`config.mk`:
```
export PLATFORM = sky130hd
export DESIGN_NAME = dds_tuning_word_calc_core
export DESIGN_NICKNAME = d
export VERILOG_FILES = /design/src/hdl/dds_tw_pkg.sv /design/src/hdl/dds_tw_dp.sv /design/src/hdl/dds_tw_ctrl.sv /design/src/hdl/dds_tuning_word_calc_core.sv
export SDC_FILE = /design/constraint.sdc
export NUM_CORES = 1
export LEC_CHECK = 0
export ABC_CLOCK_PERIOD_IN_PS = 13400
export BUFFER_PORTS_ARGS = -buffer_cell sky130_fd_sc_hd__buf_4
export CORE_ASPECT_RATIO = 0.75
export CORE_MARGIN = 5
export CORE_UTILIZATION = 60
export DETAILED_ROUTE_END_ITERATION = 16
export GPL_TIMING_DRIVEN = 0
export HOLD_SLACK_MARGIN = 0.1
export PLACE_DENSITY = 0.82
export SYNTH_ARGS = -nofsm -noshare
export SYNTH_HDL_FRONTEND = slang
export SYNTH_HIERARCHICAL = 1
export SYNTH_SLANG_ARGS = --single-unit
export TNS_END_PERCENT = 20
```
`constraint.sdc`:
```
create_clock -name clock -period 13.4 [get_ports clock]
set_input_delay 2.68 -clock clock [delete_from_list [all_inputs] [get_ports clock]]
set_output_delay 2.68 -clock clock [all_outputs]
set_load 0.005 [all_outputs]
```
`src/hdl/dds_tw_pkg.sv`:
```
// shared types and constants for the dds tuning word calculator
`default_nettype none

package dds_tw_pkg;

   localparam int EXT_CLOCK_BITS    = 27;
   localparam int MULT_BITS         = 5;
   localparam int FREQ_BITS         = 31;
   localparam int REF_BITS          = EXT_CLOCK_BITS + MULT_BITS;
   localparam int REQ_TDATA_BITS    = ((FREQ_BITS + 7) / 8) * 8;
   localparam int DEFAULT_WORD_BITS = 48;

   localparam int CSR_INDEX_BITS = 4;
   localparam int CSR_DATA_BITS  = 32;

   localparam logic [CSR_INDEX_BITS-1:0] REG_EXT_CLOCK  = CSR_INDEX_BITS'(0);
   localparam logic [CSR_INDEX_BITS-1:0] REG_MULTIPLIER = CSR_INDEX_BITS'(1);

   localparam logic [EXT_CLOCK_BITS-1:0] EXT_CLOCK_RESET = EXT_CLOCK_BITS'(66000000);
   localparam logic [MULT_BITS-1:0]      MULT_RESET      = MULT_BITS'(4);
   localparam logic [MULT_BITS-1:0]      MULT_LOW        = MULT_BITS'(4);
   localparam logic [MULT_BITS-1:0]      MULT_HIGH       = MULT_BITS'(20);

   typedef struct packed {
      logic load;
      logic mult;
      logic init;
      logic step;
      logic round;
      logic publish;
   } dds_tw_cmd_type;

   typedef struct packed {
      logic out_busy;
   } dds_tw_stat_type;

endpackage

`default_nettype wire

```
`src/hdl/dds_tw_dp.sv`:
```
// datapath: config registers, reference multiply, restoring divider, rounding, output register
`default_nettype none

module dds_tw_dp #(
   parameter int WORD_BITS = dds_tw_pkg::DEFAULT_WORD_BITS
) (
   input  wire logic                                   clock,
   input  wire logic                                   reset,
   input  wire dds_tw_pkg::dds_tw_cmd_type             cmd,
   output dds_tw_pkg::dds_tw_stat_type                 stat,
   input  wire logic [dds_tw_pkg::FREQ_BITS-1:0]       freq,
   input  wire logic                                   csr_write,
   input  wire logic [dds_tw_pkg::CSR_INDEX_BITS-1:0]  csr_index,
   input  wire logic [dds_tw_pkg::CSR_DATA_BITS-1:0]   csr_wdata,
   input  wire logic                                   rsp_tready,
   output logic                                        rsp_valid,
   output logic [WORD_BITS-1:0]                        rsp_word,
   output logic                                        rsp_ovf
);
   import dds_tw_pkg::*;

   logic [EXT_CLOCK_BITS-1:0] ext_ff, ext_in;
   logic [MULT_BITS-1:0]      mult_ff, mult_in, mult_raw;
   logic [FREQ_BITS-1:0]      freq_ff, freq_in;
   logic [REF_BITS-1:0]       ref_ff, ref_in;
   logic [REF_BITS-1:0]       rem_ff, rem_in;
   logic [WORD_BITS-1:0]      quo_ff, quo_in;
   logic                      ovf_ff, ovf_in;
   logic                      rsp_valid_ff, rsp_valid_in;
   logic [WORD_BITS-1:0]      rsp_word_ff, rsp_word_in;
   logic                      rsp_ovf_ff, rsp_ovf_in;

   logic [REF_BITS:0]         rem2;
   logic [REF_BITS:0]         diff;
   logic                      ge;
   logic                      round_up;
   logic [WORD_BITS:0]        sum;
   logic                      ovf_final;

   always_comb begin
      mult_raw = csr_wdata[MULT_BITS-1:0];
      ext_in   = ext_ff;
      mult_in  = mult_ff;
      if (csr_write && csr_index == REG_EXT_CLOCK) begin
         ext_in = csr_wdata[EXT_CLOCK_BITS-1:0];
      end
      if (csr_write && csr_index == REG_MULTIPLIER) begin
         if (mult_raw < MULT_LOW) begin
            mult_in = MULT_LOW;
         end else if (mult_raw > MULT_HIGH) begin
            mult_in = MULT_HIGH;
         end else begin
            mult_in = mult_raw;
         end
      end
   end

   always_comb begin
      rem2      = {rem_ff, 1'b0};
      diff      = rem2 - {1'b0, ref_ff};
      ge        = rem2 >= {1'b0, ref_ff};
      round_up  = rem_ff > (ref_ff >> 1);
      sum       = {1'b0, quo_ff} + (WORD_BITS + 1)'(round_up);
      ovf_final = ovf_ff | sum[WORD_BITS];

      freq_in = cmd.load ? freq : freq_ff;
      ref_in  = cmd.mult ? REF_BITS'(ext_ff) * REF_BITS'(mult_ff) : ref_ff;

      rem_in = rem_ff;
      quo_in = quo_ff;
      ovf_in = ovf_ff;
      if (cmd.init) begin
         rem_in = REF_BITS'(freq_ff);
         quo_in = '0;
         ovf_in = (ref_ff == '0) || (REF_BITS'(freq_ff) >= ref_ff);
      end else if (cmd.step) begin
         rem_in = ge ? diff[REF_BITS-1:0] : rem2[REF_BITS-1:0];
         quo_in = {quo_ff[WORD_BITS-2:0], ge};
      end else if (cmd.round) begin
         ovf_in = ovf_final;
         quo_in = ovf_final ? '1 : sum[WORD_BITS-1:0];
      end

      rsp_word_in  = cmd.publish ? quo_ff : rsp_word_ff;
      rsp_ovf_in   = cmd.publish ? ovf_ff : rsp_ovf_ff;
      rsp_valid_in = cmd.publish ? 1'b1 : (rsp_tready ? 1'b0 : rsp_valid_ff);
   end

   always_ff @(posedge clock) begin
      if (reset) begin
         ext_ff       <= EXT_CLOCK_RESET;
         mult_ff      <= MULT_RESET;
         rsp_valid_ff <= 1'b0;
      end else begin
         ext_ff       <= ext_in;
         mult_ff      <= mult_in;
         rsp_valid_ff <= rsp_valid_in;
      end
   end

   always_ff @(posedge clock) begin
      freq_ff     <= freq_in;
      ref_ff      <= ref_in;
      rem_ff      <= rem_in;
      quo_ff      <= quo_in;
      ovf_ff      <= ovf_in;
      rsp_word_ff <= rsp_word_in;
      rsp_ovf_ff  <= rsp_ovf_in;
   end

   assign stat.out_busy = rsp_valid_ff && !rsp_tready;
   assign rsp_valid     = rsp_valid_ff;
   assign rsp_word      = rsp_word_ff;
   assign rsp_ovf       = rsp_ovf_ff;

endmodule

`default_nettype wire

```
`src/hdl/dds_tw_ctrl.sv`:
```
// controller: sequences load, multiply, divide steps, rounding and hand-off
`default_nettype none

module dds_tw_ctrl #(
   parameter int WORD_BITS = dds_tw_pkg::DEFAULT_WORD_BITS
) (
   input  wire logic                        clock,
   input  wire logic                        reset,
   input  wire logic                        req_tvalid,
   output logic                             req_tready,
   output dds_tw_pkg::dds_tw_cmd_type       cmd,
   input  wire dds_tw_pkg::dds_tw_stat_type stat
);
   import dds_tw_pkg::*;

   localparam int CNT_BITS = $clog2(WORD_BITS);
   localparam logic [CNT_BITS-1:0] CNT_LAST = CNT_BITS'(WORD_BITS - 1);

   localparam logic [2:0] S_IDLE  = 3'd0;
   localparam logic [2:0] S_MULT  = 3'd1;
   localparam logic [2:0] S_INIT  = 3'd2;
   localparam logic [2:0] S_DIV   = 3'd3;
   localparam logic [2:0] S_ROUND = 3'd4;
   localparam logic [2:0] S_DONE  = 3'd5;

   logic [2:0]          state_ff, state_in;
   logic [CNT_BITS-1:0] cnt_ff, cnt_in;

   always_comb begin
      state_in = state_ff;
      cnt_in   = cnt_ff;
      cmd      = '0;
      case (state_ff)
         S_IDLE: begin
            cmd.load = req_tvalid;
            if (req_tvalid) begin
               state_in = S_MULT;
            end
         end
         S_MULT: begin
            cmd.mult = 1'b1;
            state_in = S_INIT;
         end
         S_INIT: begin
            cmd.init = 1'b1;
            cnt_in   = '0;
            state_in = S_DIV;
         end
         S_DIV: begin
            cmd.step = 1'b1;
            cnt_in   = cnt_ff + CNT_BITS'(1);
            if (cnt_ff == CNT_LAST) begin
               state_in = S_ROUND;
            end
         end
         S_ROUND: begin
            cmd.round = 1'b1;
            state_in  = S_DONE;
         end
         S_DONE: begin
            if (!stat.out_busy) begin
               cmd.publish = 1'b1;
               state_in    = S_IDLE;
            end
         end
         default: begin
            state_in = S_IDLE;
         end
      endcase
   end

   always_ff @(posedge clock) begin
      if (reset) begin
         state_ff <= S_IDLE;
      end else begin
         state_ff <= state_in;
      end
   end

   always_ff @(posedge clock) begin
      cnt_ff <= cnt_in;
   end

   assign req_tready = (state_ff == S_IDLE);

endmodule

`default_nettype wire

```
`src/hdl/dds_tuning_word_calc_core.sv`:
```
// top level of the dds tuning word calculator
//
// req channel: one word per wanted output frequency in Hz (req_tdata[30:0]).
// rsp channel: one word per request, the tuning word f * 2^WORD_BITS /
// (ext_clock * multiplier) rounded to nearest, ties down, in rsp_tdata, and
// rsp_tuser high when the word was saturated to all ones.
// csr channel: index 0 external clock in Hz, index 1 multiplier (clamped
// to 4..20); other indexes are ignored; csr_ready is always high.
// sequence: after the request is taken, a multiply state, a setup state,
// WORD_BITS restoring divider steps, a rounding state and a hand-off
// state that waits while the previous word is not yet taken.
// the divider retires one quotient bit per cycle; a new request is taken
// only in the idle state, after the previous one is handed off, and
// req_tready is high while idle.
// a finished word waits in the output register; the next request is
// taken and computed meanwhile, and its result holds until rsp_tready.
// reset (synchronous, active high) drops rsp_tvalid, idles the controller
// and loads the registers with 66000000 Hz and multiplier 4.
`default_nettype none

module dds_tuning_word_calc_core #(
   parameter int WORD_BITS = dds_tw_pkg::DEFAULT_WORD_BITS
) (
   input  wire logic                                   clock,
   input  wire logic                                   reset,
   input  wire logic                                   req_tvalid,
   output logic                                        req_tready,
   input  wire logic [dds_tw_pkg::REQ_TDATA_BITS-1:0]  req_tdata,  // freq_out_hz
   output logic                                        rsp_tvalid,
   input  wire logic                                   rsp_tready,
   output logic [((WORD_BITS+7)/8)*8-1:0]              rsp_tdata,  // tuning_word
   output logic                                        rsp_tuser,  // word_overflow
   input  wire logic                                   csr_valid,
   output logic                                        csr_ready,
   input  wire logic [dds_tw_pkg::CSR_INDEX_BITS-1:0]  csr_index,
   input  wire logic [dds_tw_pkg::CSR_DATA_BITS-1:0]   csr_wdata
);
   import dds_tw_pkg::*;

   localparam int RSP_TDATA_BITS = ((WORD_BITS + 7) / 8) * 8;

   dds_tw_cmd_type       cmd;
   dds_tw_stat_type      stat;
   logic [WORD_BITS-1:0] rsp_word;
   logic                 rsp_ovf;

   assign csr_ready = 1'b1;

   dds_tw_ctrl #(
      .WORD_BITS (WORD_BITS)
   ) u_ctrl (
      .clock      (clock),
      .reset      (reset),
      .req_tvalid (req_tvalid),
      .req_tready (req_tready),
      .cmd        (cmd),
      .stat       (stat)
   );

   dds_tw_dp #(
      .WORD_BITS (WORD_BITS)
   ) u_dp (
      .clock      (clock),
      .reset      (reset),
      .cmd        (cmd),
      .stat       (stat),
      .freq       (req_tdata[FREQ_BITS-1:0]),
      .csr_write  (csr_valid && csr_ready),
      .csr_index  (csr_index),
      .csr_wdata  (csr_wdata),
      .rsp_tready (rsp_tready),
      .rsp_valid  (rsp_tvalid),
      .rsp_word   (rsp_word),
      .rsp_ovf    (rsp_ovf)
   );

   assign rsp_tdata = RSP_TDATA_BITS'(rsp_word);
   assign rsp_tuser = rsp_ovf;

   a_ovf_saturates: assert property (@(posedge clock) disable iff (reset)
      rsp_tvalid && rsp_tuser |-> rsp_word == {WORD_BITS{1'b1}})
      else $error("saturated word is not all ones");

   a_busy_after_accept: assert property (@(posedge clock) disable iff (reset)
      req_tvalid && req_tready |=> !req_tready)
      else $error("request taken while a computation runs");

   a_result_from_run: assert property (@(posedge clock) disable iff (reset)
      $rose(rsp_tvalid) |-> $past(!req_tready))
      else $error("result word appeared without a computation");

endmodule

`default_nettype wire

```
# --- Word level (Yosys, flattened, before mapping) ---
# Cells that the tools add are included.
op_classes:
  multipliers: 1
  n_mux: 25
  n_reduce_logical: 15
  add_sub_neg: 3
  n_shift: 0
  eq_ne: 11
  n_lt_le_gt_ge: 5
  bitwise_logic: 1
  div: 0
ops:
  columns: ["cell", "count"]
  rows:
  - ["$mux W48", 3]
  - ["$mux W31", 2]
  - ["$add A48 B1 Y49", 1]
  - ["$ge A33 B32 Y1", 1]
  - ["$ge A31 B32 Y1", 1]
  - ["$gt A32 B31 Y1", 1]
  - ["$logic_not A32 Y1", 1]
  - ["$mul A27 B5 Y32", 1]
  - ["$mux W32", 1]
  - ["$sub A32 B32 Y32", 1]
  - ["$pmux W3 S6", 1]
  - ["$mux W1", 12]
  - ["$pmux W6 S2", 1]
  - ["$mux W5", 2]
  - ["$reduce_bool A2 Y1", 5]
  - ["$mux W3", 3]
  - ["$add A6 B1 Y6 const B", 1]
  - ["$eq A3 B2 Y1 const B", 2]
  - ["$eq A3 B3 Y1 const B", 2]
  - ["$eq A6 B6 Y1 const B", 1]
  - ["$gt A5 B5 Y1 const B", 1]
  - ["$lt A5 B3 Y1 const B", 1]
  - ["$eq A4 B1 Y1 const B", 1]
  - ["$logic_not A4 Y1", 1]
  - ["other kinds (10)", 14]
word_totals:
  wordCells: 74
  output_inout_bits: 52
  mem_bits_ro: 0
  in_bits: 73
  ff_bits: 235
  latchBits: 0
  mem_bits_rw: 0
  mem_count: 0

# --- Logic depth before layout (Yosys ltp) ---
# Gate-level depths: netlist (run 1).
depth:
  depth_word: 6
  ltp_mapped: 24
  depth_no_buf: 22

# --- By module ---
# The synthesis (run 1) kept the hierarchy.
modules_own_cells:
  columns: ["module", "cells_per_inst", "area_each_um2", "instances"]
  rows:
  - ["dds_tw_dp", 1755, 16105.4, 1]
  - ["dds_tw_ctrl", 49, 520.5, 1]
  - ["dds_tuning_word_calc_core", 2, 11.3, 1]

# --- Least setup slack after synthesis (run 1) ---
# OpenSTA, ideal clock, no wires.
synth_path:
  kind: "input -> register"
  start: "input port rsp_tready"
  end: "register u_dp.rsp_ovf_ff (netlist: u_dp/rsp_ovf) (enable)"
  n_path_buf: 0
  t_arrival_ns: 5.518
  t_required_ns: 12.915
  slack_ns: 7.397
  setup_time_ns: 0.485
  stages: 2
  cell_sequence: "nor2b_1 > nor4b_2"
synth_lines:
  columns: ["element", "line_no", "source"]
  rows:
  - ["from (decl)", "dds_tuning_word_calc_core.sv:30", "input wire logic rsp_tready,"]
  - ["to (signal assigned)", "dds_tw_dp.sv:108", "rsp_ovf_ff <= rsp_ovf_in;"]
  - ["to (decl)", "dds_tw_dp.sv:31", "logic rsp_ovf_ff, rsp_ovf_in;"]

# --- Worst setup path in the final report (run 1) ---
layout_path:
  start: "register u_dp.mult_ff[4]"
  end: "register u_dp.ref_ff[30], data pin"
layout_via:
  elab_chain_len: 1
layout_rtl:
  columns: ["element", "line_no", "source"]
  rows:
  - ["from (decl)", "dds_tw_dp.sv:23", "logic [MULT_BITS-1:0] mult_ff, mult_in, mult_raw;"]
  - ["from (signal assigned)", "dds_tw_dp.sv:96", "mult_ff <= mult_in;"]
  - ["$mul A27 B5 Y32", "dds_tw_dp.sv:67", "ref_in = cmd.mult ? REF_BITS'(ext_ff) * REF_BITS'(mult_ff) : ref_ff;"]
  - ["to (signal assigned)", "dds_tw_dp.sv:103", "ref_ff <= ref_in;"]
  - ["to (decl)", "dds_tw_dp.sv:25", "logic [REF_BITS-1:0] ref_ff, ref_in;"]
# Every way passes these cells.
# A chain may end at the register's enable or synchronous reset.

==> reports/qor.yml, run 1 <==
outcome:
  outcome: "complete, no violations"
setup_path:
  critPathRequiredTime_ns: 13.67
  r2r-start: "u_dp/mult_ff[4]$_SDFFE_PP0P_"
  startpoint: "u_dp/mult_ff[4]$_SDFFE_PP0P_"
  path_max_fanout: 10
  cp-end-kind: "flop"
  crit_arrival_ns: 6.44
  r2r_cells: 16
  worst_r2r_endpoint: "u_dp/ref_ff[30]$_DFFE_PP_"
  critPathCapture: "u_dp/ref_ff[30]$_DFFE_PP_"
  cp-start-kind: "flop"
  critPathKind: "reg2reg"
  r2r_slack_ns: 7.23
layout:
  area_growth_syn_to_layout_pct: 13.5
  fin_area_sq_mm: 0.0189
  final_cell_mix: "nand2_1 (196), inv_1 (158), edfxtp_1 (150)"
  drive_gt1_share_pct: 11.5
  layout.nets: 2211
  diodes: 0
  final_util_pct: 69.6
  final-instance-count-excl-fill: 2325
  final_common_cell: "nand2_1"
  num-fill-cells: 2075
sta:
  setup_slack_ns: 7.23
  relSlewSlack_pct: 37.2
  finalHoldViolations: 0
  fin_crit_ns: 6.17
  rsz0062_at_grt: "false"
  clock_skew_ns: 0.0255
  fmax_ghz: 0.162
  finalMaxSlewViolations: 0
  fin_crit_sh_pct: 46.0
  setup_viol: 0
  worst_pin_slew_ns: 0.942
  setup_tns_ns: 0
  holdWs_ns: 0.450
clock_network:
  cts_max_path_buffers: 3
  htreeDepth: 1
  cts_tree: "built"
  cts_setup_buffers: 0
  ctsHoldBuffers: 0
  cts_resized: 0
  cts-root-buf: "clkbuf_16"
  clock_latency_ns: 0.56
  clock-sinks: 235
  clk_pin_slew_worst_paths_ns: 0.06
  numCtsBuffers: 25
placement:
  placed_cell_area_sq_mm: 0.0180
  dp.cells: 2279
  place_congestion: 0.959
  dp_hpwl_um: 33200
  dpl_worst_slack_ns: 7.50
  portBuffers: 117
synthesis:
  synth_cells: 1806
  synth-seq-cells: 235
  synth_edf_count: 150
  ys_types: 86
  async_flop_share_pct: 0
  synth_area_sq_mm: 0.0166
  synth_area_leaders: "edfxtp_1 (27%), dfxtp_1 (10%), fa_1 (9.1%)"
  yosysSeqAreaShare_pct: 37.3
  ys_warn_count: 6
  synth-main-ff-cell: "edfxtp_1"
  syn_nets: 2062
  synth_area_leader_cell: "edfxtp_1"
  synth.avg_cell_area_sq_um: 9.21
  synth_top_area_share_pct: 27.1
power_and_ir_drop:
  total_leakage_power_nw: 8.04
  ir_drop_mv: 0.0958
  design_power_total_mw: 1.94
  power.density_mw_per_mm2: 103
grt:
  track_usage_pct: 28.2
  grt_start_max_net_pins: 35
  grt-ovfl-total: 0
  grt_pass1_wl_um: 72100
  grt_pass1_vias: 13825
  antenna_found_initial: 0
drt:
  drt_iter0_markers: 1327
  via_per_inst: 6.19
  first_pass_iters: 6
  wl_um: 44700
  drtAntennaViolNets: 0
  vias: 14382
  routedWlPerCell_um: 19.2
  route.detailed.drc: 0
die:
  core_sq_mm: 0.0271
  dieArea_sq_mm: 0.0312
  io_pins: 125
  die_w_um: 202
  rows: 52
  die_y_um: 154
  start_util_pct: 61.3
flow_run:
  cap_violations: 0
worst_hold_path:
  min_path_type: "reg2reg"
==> metal layers <==
| layer | vias to the layer above | global-route usage (%) | routed length, um |
|---|---|---|---|
| met2 | 783 | 43.3 | 19300 |
| met1 | 6854 | 41.0 | 19200 |
| met3 | 107 | 5.36 | 4710 |
| met4 | 0 | 8.89 | 1530 |
| met5 | - | 0 | 0 |
| li1 | 6638 | - | - |
==> where the power goes <==
group | leakage, nW | internal, mW | switching, mW
logic | 5.49 | 0.158 | 0.230
registers | 2.13 | 0.816 | 0.0290
clock network | 0.422 | 0.415 | 0.296
total | 8.04 | 1.39 | 0.555
==> synth_stat cells, types with 19 or more instances <==
master and count:
dfxtp_1 85, inv_1 158, o21ai_1 28, and3_1 19, a21o_1 40, nand2_1 196
nor2_1 146, nand3_1 41, a21oi_1 149, xor2_1 20, ha_1 107, clkbuf_1 60
o21ai_0 58, nor3_1 34, a211oi_1 32, edfxtp_1 150, xnor2_1 33, and2_1 110
fa_1 76
==> worst min path at each step <==
stage	end	from	cells after the start
finish	u_dp/rsp_word[34]$_DFFE_PP_	u_dp/quo_ff[34]$_SDFFE_PP0P_	0
global route	u_dp/rsp_word[35]$_DFFE_PP_	u_dp/quo_ff[35]$_SDFFE_PP0P_	0
CTS	u_dp/rsp_word[35]$_DFFE_PP_	u_dp/quo_ff[35]$_SDFFE_PP0P_	0
detailed placement	u_dp/rsp_word[35]$_DFFE_PP_	u_dp/quo_ff[35]$_SDFFE_PP0P_	0
global placement	u_dp/rsp_word[34]$_DFFE_PP_	u_dp/quo_ff[34]$_SDFFE_PP0P_	0
floorplan	u_dp/rsp_word[34]$_DFFE_PP_	u_dp/quo_ff[34]$_SDFFE_PP0P_	0
==> state kept, by name, indices dropped and copies added, names as in the netlist <==
register and flops:
u_dp/quo_ff 48, u_dp/rsp_word 48, u_dp/ref_ff 32, u_dp/rem_ff 32, u_dp/freq_ff 31, u_dp/ext_ff 27, u_ctrl/cnt_ff 6, u_dp/mult_ff 5
u_ctrl/state_ff 3, u_dp/ovf_ff 1, u_dp/rsp_ovf 1, u_dp/rsp_valid 1
==> final cells by class <==
type | instances | area [sq um] | share of cell area [%]
Buffer | 76 | 309 | 1.64
Sequential cell | 235 | 6210 | 32.9
Timing Repair Buffer | 122 | 935 | 4.95
Clock inverter | 9 | 95.1 | 0.504
Inverter | 161 | 604 | 3.20
Clock buffer | 37 | 757 | 4.01
Multi-Input combinational cell | 1334 | 9530 | 50.5
Tap cell | 351 | 439 | 2.33
==> cells by family (layout without fill, tap and decap cells) <==
family | count (synthesis) | count (layout) | share of synthesized area, %
adders and majority gates | 183 | 183 | 17.2
and+or+nand+nor | 660 | 660 | 20.0
buffers and inverters | 237 | 405 | 5.49
xor gates and xnor gates | 53 | 53 | 2.79
DFF | 235 | 235 | 37.3
other | 1 | 1 | 0.0225
AOI/OAI and AO/OA | 416 | 416 | 15.8
muxes | 21 | 21 | 1.40
==> critical path, stage by stage, from the launching register on <==
cell and delay [ns]:
dfxtp_1 0.61, clkbuf_1 0.55, nand2_1 0.16, fa_1 0.54, fa_1 0.52, fa_1 0.55
inv_1 0.04, ha_1 0.34, a21oi_1 0.22, o211ai_1 0.19, o41ai_2 0.52, o21ai_1 0.31
a221oi_2 0.46, o21ba_2 0.20, o221ai_1 0.16, a221oi_1 0.35, xnor2_1 0.15
(Power assumes the default switching activity.)
==> run 2: changes to the inputs <==
--- a/config.mk
+++ b/config.mk
@@ -5,15 +5,15 @@
 export SDC_FILE = /design/constraint.sdc
 export NUM_CORES = 1
 export LEC_CHECK = 0
-export ABC_CLOCK_PERIOD_IN_PS = 13400
+export ABC_CLOCK_PERIOD_IN_PS = 5000
 export BUFFER_PORTS_ARGS = -buffer_cell sky130_fd_sc_hd__buf_4
 export CORE_ASPECT_RATIO = 0.75
 export CORE_MARGIN = 5
-export CORE_UTILIZATION = 60
+export CORE_UTILIZATION = 56
 export DETAILED_ROUTE_END_ITERATION = 16
 export GPL_TIMING_DRIVEN = 0
 export HOLD_SLACK_MARGIN = 0.1
-export PLACE_DENSITY = 0.82
+export PLACE_DENSITY = 0.8
 export SYNTH_ARGS = -nofsm -noshare
 export SYNTH_HDL_FRONTEND = slang
 export SYNTH_HIERARCHICAL = 1
==> constraint.sdc (replaced) <==
create_clock -name clock -period 5 [get_ports clock]
set_input_delay 1 -clock clock [delete_from_list [all_inputs] [get_ports clock]]
set_output_delay 1 -clock clock [all_outputs]
set_load 0.005 [all_outputs]
==> run 2 against run 1 <==
Against the previous run:
- first-iteration DRC count rose by 17%
- core utilization is 3.5 points lower
- total power rose to 2.7 times the previous value
- final cell count is 2.3% higher
- fmax is 25% higher
- sequential power grew to 2.7 times the previous value
- clock-buffer cell count decreased by 11
- highest routed layer unchanged
- die area increased by 6.7%
- critical path type unchanged
==> reports/qor.yml, run 2 (same netlist as run 1, synthesis figures left out) <==
outcome:
  outcome: "complete, no violations"  # unchanged
die:
  io_pins: 125  # unchanged
  start_util_pct: 57.0  # was 61.3%
  die_y_um: 159  # was 154 um
  die_w_um: 209  # was 202 um
  rows: 54  # was 52
  dieArea_sq_mm: 0.0333  # was 0.0312 sq mm
  core_sq_mm: 0.0292  # was 0.0271 sq mm
clock_network:
  ctsHoldBuffers: 0  # unchanged
  cts-root-buf: "clkbuf_16"  # unchanged
  htreeDepth: 1  # unchanged
  clock-sinks: 235  # unchanged
  clock_latency_ns: 0.56  # about the same
  cts_max_path_buffers: 3  # unchanged
  numCtsBuffers: 24  # was 25
  clk_pin_slew_worst_paths_ns: 0.07  # was 0.06 ns
  cts_tree: "built"  # unchanged
setup_path:
  cp-start-kind: "flop"  # unchanged
  critPathKind: "reg2reg"  # unchanged
  r2r_cells: 17  # was 16
  r2r-start: "u_dp/mult_ff[4]$_SDFFE_PP0P_"  # unchanged
  r2r_slack_ns: 0.07  # was 7.23 ns
  crit_arrival_ns: 5.19  # was 6.44 ns
  path_max_fanout: 10  # unchanged
  cp-end-kind: "flop"  # unchanged
  worst_r2r_endpoint: "u_dp/ref_ff[30]$_DFFE_PP_"  # unchanged
  critPathRequiredTime_ns: 5.26  # was 13.67 ns
power_and_ir_drop:
  internal_power_mw: 3.70  # was 1.39 mW
  p_seq_share_pct: 43.6  # was 43.5%
  total_leakage_power_nw: 8.15  # was 8.04 nW
  swShare_pct: 28.8  # was 28.6%
  switchingPower_mw: 1.50  # was 555 uW
  power_frac_comb_pct: 20.2  # was 19.9%
  power.density_mw_per_mm2: 270  # was 103 mW/mm^2
  ir_drop_mv: 0.243  # was 0.0958 mV
  pwr-share-clk_pct: 36.3  # was 36.6%
sta:
  clock_skew_ns: 0.0374  # was 0.0255 ns
  finalMaxSlewViolations: 0  # unchanged
  finalHoldViolations: 0  # unchanged
  fin_crit_sh_pct: 98.6  # was 46.0%
  rsz0062_at_grt: "true"  # was false
  setup_viol: 0  # unchanged
  relSlewSlack_pct: 37.3  # was 37.2%
  setup_tns_ns: 0  # unchanged
  fmax_ghz: 0.203  # was 0.162 GHz
  worst_pin_slew_ns: 0.941  # was 0.942 ns
  fin_crit_ns: 4.93  # was 6.17 ns
flow_run:
  cap_violations: 0  # unchanged
layout:
  area_growth_syn_to_layout_pct: 15.9  # was 13.5%
  final_common_cell: "nand2_1"  # unchanged
  num-fill-cells: 2325  # was 2075
  drive_gt1_share_pct: 14.3  # was 11.5%
  final_cell_mix: "nand2_1 (195), inv_1 (158), edfxtp_1 (150)"  # was nand2_1 (196), inv_1 (158), edfxtp_1 (150)
  final_util_pct: 66.1  # was 69.6%
  layout.nets: 2224  # was 2211
worst_hold_path:
  hp-start: "u_dp/quo_ff[35]$_SDFFE_PP0P_"  # was u_dp/quo_ff[34]$_SDFFE_PP0P_
  min_path_cells: 0  # unchanged
  worstHoldEndpoint: "u_dp/rsp_word[35]$_DFFE_PP_"  # was u_dp/rsp_word[34]$_DFFE_PP_
  min_path_type: "reg2reg"  # unchanged
grt:
  grt_pass1_wl_um: 73000  # was 72100 um
  track_usage_pct: 26.5  # was 28.2%
  grt-ovfl-total: 0  # unchanged
  antenna_found_initial: 0  # unchanged
  grt_pass1_vias: 13860  # was 13825
  grt_start_max_net_pins: 35  # unchanged
placement:
  place_congestion: 0.936  # was 0.959
  portBuffers: 117  # unchanged
  dp_hpwl_um: 34200  # was 33200 um
drt:
  drtAntennaViolNets: 0  # unchanged
  drt_iter0_markers: 1552  # was 1327
  vias: 14316  # was 14382
  route.detailed.drc: 0  # unchanged
  first_pass_iters: 6  # unchanged
  via_per_inst: 6.02  # was 6.19
  wl_um: 45200  # was 44700 um
  routedWlPerCell_um: 19.0  # was 19.2 um
## run 2: cell types whose count changed in the layout (fill, tap and decap cells not counted), sizes merged
cell      before  now
buf          138  158
clkbuf        97   80
clkinvlp       1    6
bufinv         1    3
clkinv         7    9
diode          0    1
## run 2: worst max-delay path, cell delays in order, from the launching register on
cell      delay [ns]
dfxtp_4         0.42
buf_8           0.16
nand2_1         0.08
fa_1            0.58
fa_1            0.45
fa_1            0.53
inv_1           0.07
ha_4            0.26
a21oi_2         0.18
o211ai_1        0.12
buf_4           0.16
o41ai_4         0.30
o21ai_2         0.17
a221oi_2        0.35
o21ba_2         0.24
o221ai_4        0.13
a221oi_2        0.27
xnor2_1         0.14
## run 2: metrics by stage
step	hold slack (ns)	setup slack [ns]	power [mW]	instance area, sq um	std cells
6_report	0.439	0.0714	5.20	19300	2379
5_1_grt	0.456	-0.124	5.43	19300	2378
3_5_place_dp	0.430	-0.977	3.31	18100	2320
2_1_floorplan	0.403	0.144	3.00	16600	1806
3_3_place_gp	0.411	-0.917	3.28	18000	2315
4_1_cts	0.448	-0.0658	5.20	19100	2367
## run 2: worst max path at each step
| stage | start | to | slack (ns) |
|---|---|---|---|
| finish | u_dp/mult_ff[4]$_SDFFE_PP0P_ | u_dp/ref_ff[30]$_DFFE_PP_ | 0.07 |
| global placement | u_dp/mult_ff[3]$_SDFFE_PP0P_ | u_dp/ref_ff[30]$_DFFE_PP_ | -0.92 |
| detailed placement | u_dp/mult_ff[3]$_SDFFE_PP0P_ | u_dp/ref_ff[30]$_DFFE_PP_ | -0.98 |
| floorplan | u_dp/mult_ff[4]$_SDFFE_PP0P_ | u_dp/ref_ff[30]$_DFFE_PP_ | 0.14 |
| global route | u_dp/mult_ff[1]$_SDFFE_PP0P_ | u_dp/ref_ff[30]$_DFFE_PP_ | -0.12 |
| CTS | u_dp/mult_ff[4]$_SDFFE_PP0P_ | u_dp/ref_ff[30]$_DFFE_PP_ | -0.07 |
## run 2: layer usage
metal,vias to the layer above,GRT usage (%),wire (um),share of wire (%)
li1,6662,-,-,-
met2,721,39.3,19200,43
met3,79,5.14,4970,11
met4,0,5.90,924,2.0
met1,6854,40.5,20100,44
met5,-,0,0,0
## run 2: power groups by stage
stage          logic (mW)  registers [mW]  clock network, mW
2_1_floorplan       0.732            2.27                  0
3_3_place_gp        0.978            2.30                  0
3_5_place_dp         1.00            2.30                  0
4_1_cts              1.02            2.26               1.92
5_1_grt              1.16            2.27               2.01
6_report             1.05            2.27               1.89
## run 2: layout make-up
cell class | instances | area, sq um | share of cell area [%]
Sequential cell | 235 | 6220 | 32.2
Clock inverter | 18 | 193 | 0.999
Tap cell | 392 | 490 | 2.54
Timing Repair Buffer | 138 | 1060 | 5.49
Buffer | 74 | 364 | 1.89
Clock buffer | 26 | 639 | 3.31
Multi-Input combinational cell | 1334 | 9720 | 50.4
Antenna cell | 1 | 2.50 | 0.0130
Inverter | 161 | 604 | 3.13
## run 2: what timing repair did
item,4_1_cts,5_1_grt
resized for setup,36,44
buffers inserted,4,12
pin swaps,5,22
endpoints found under the setup margin,52,57
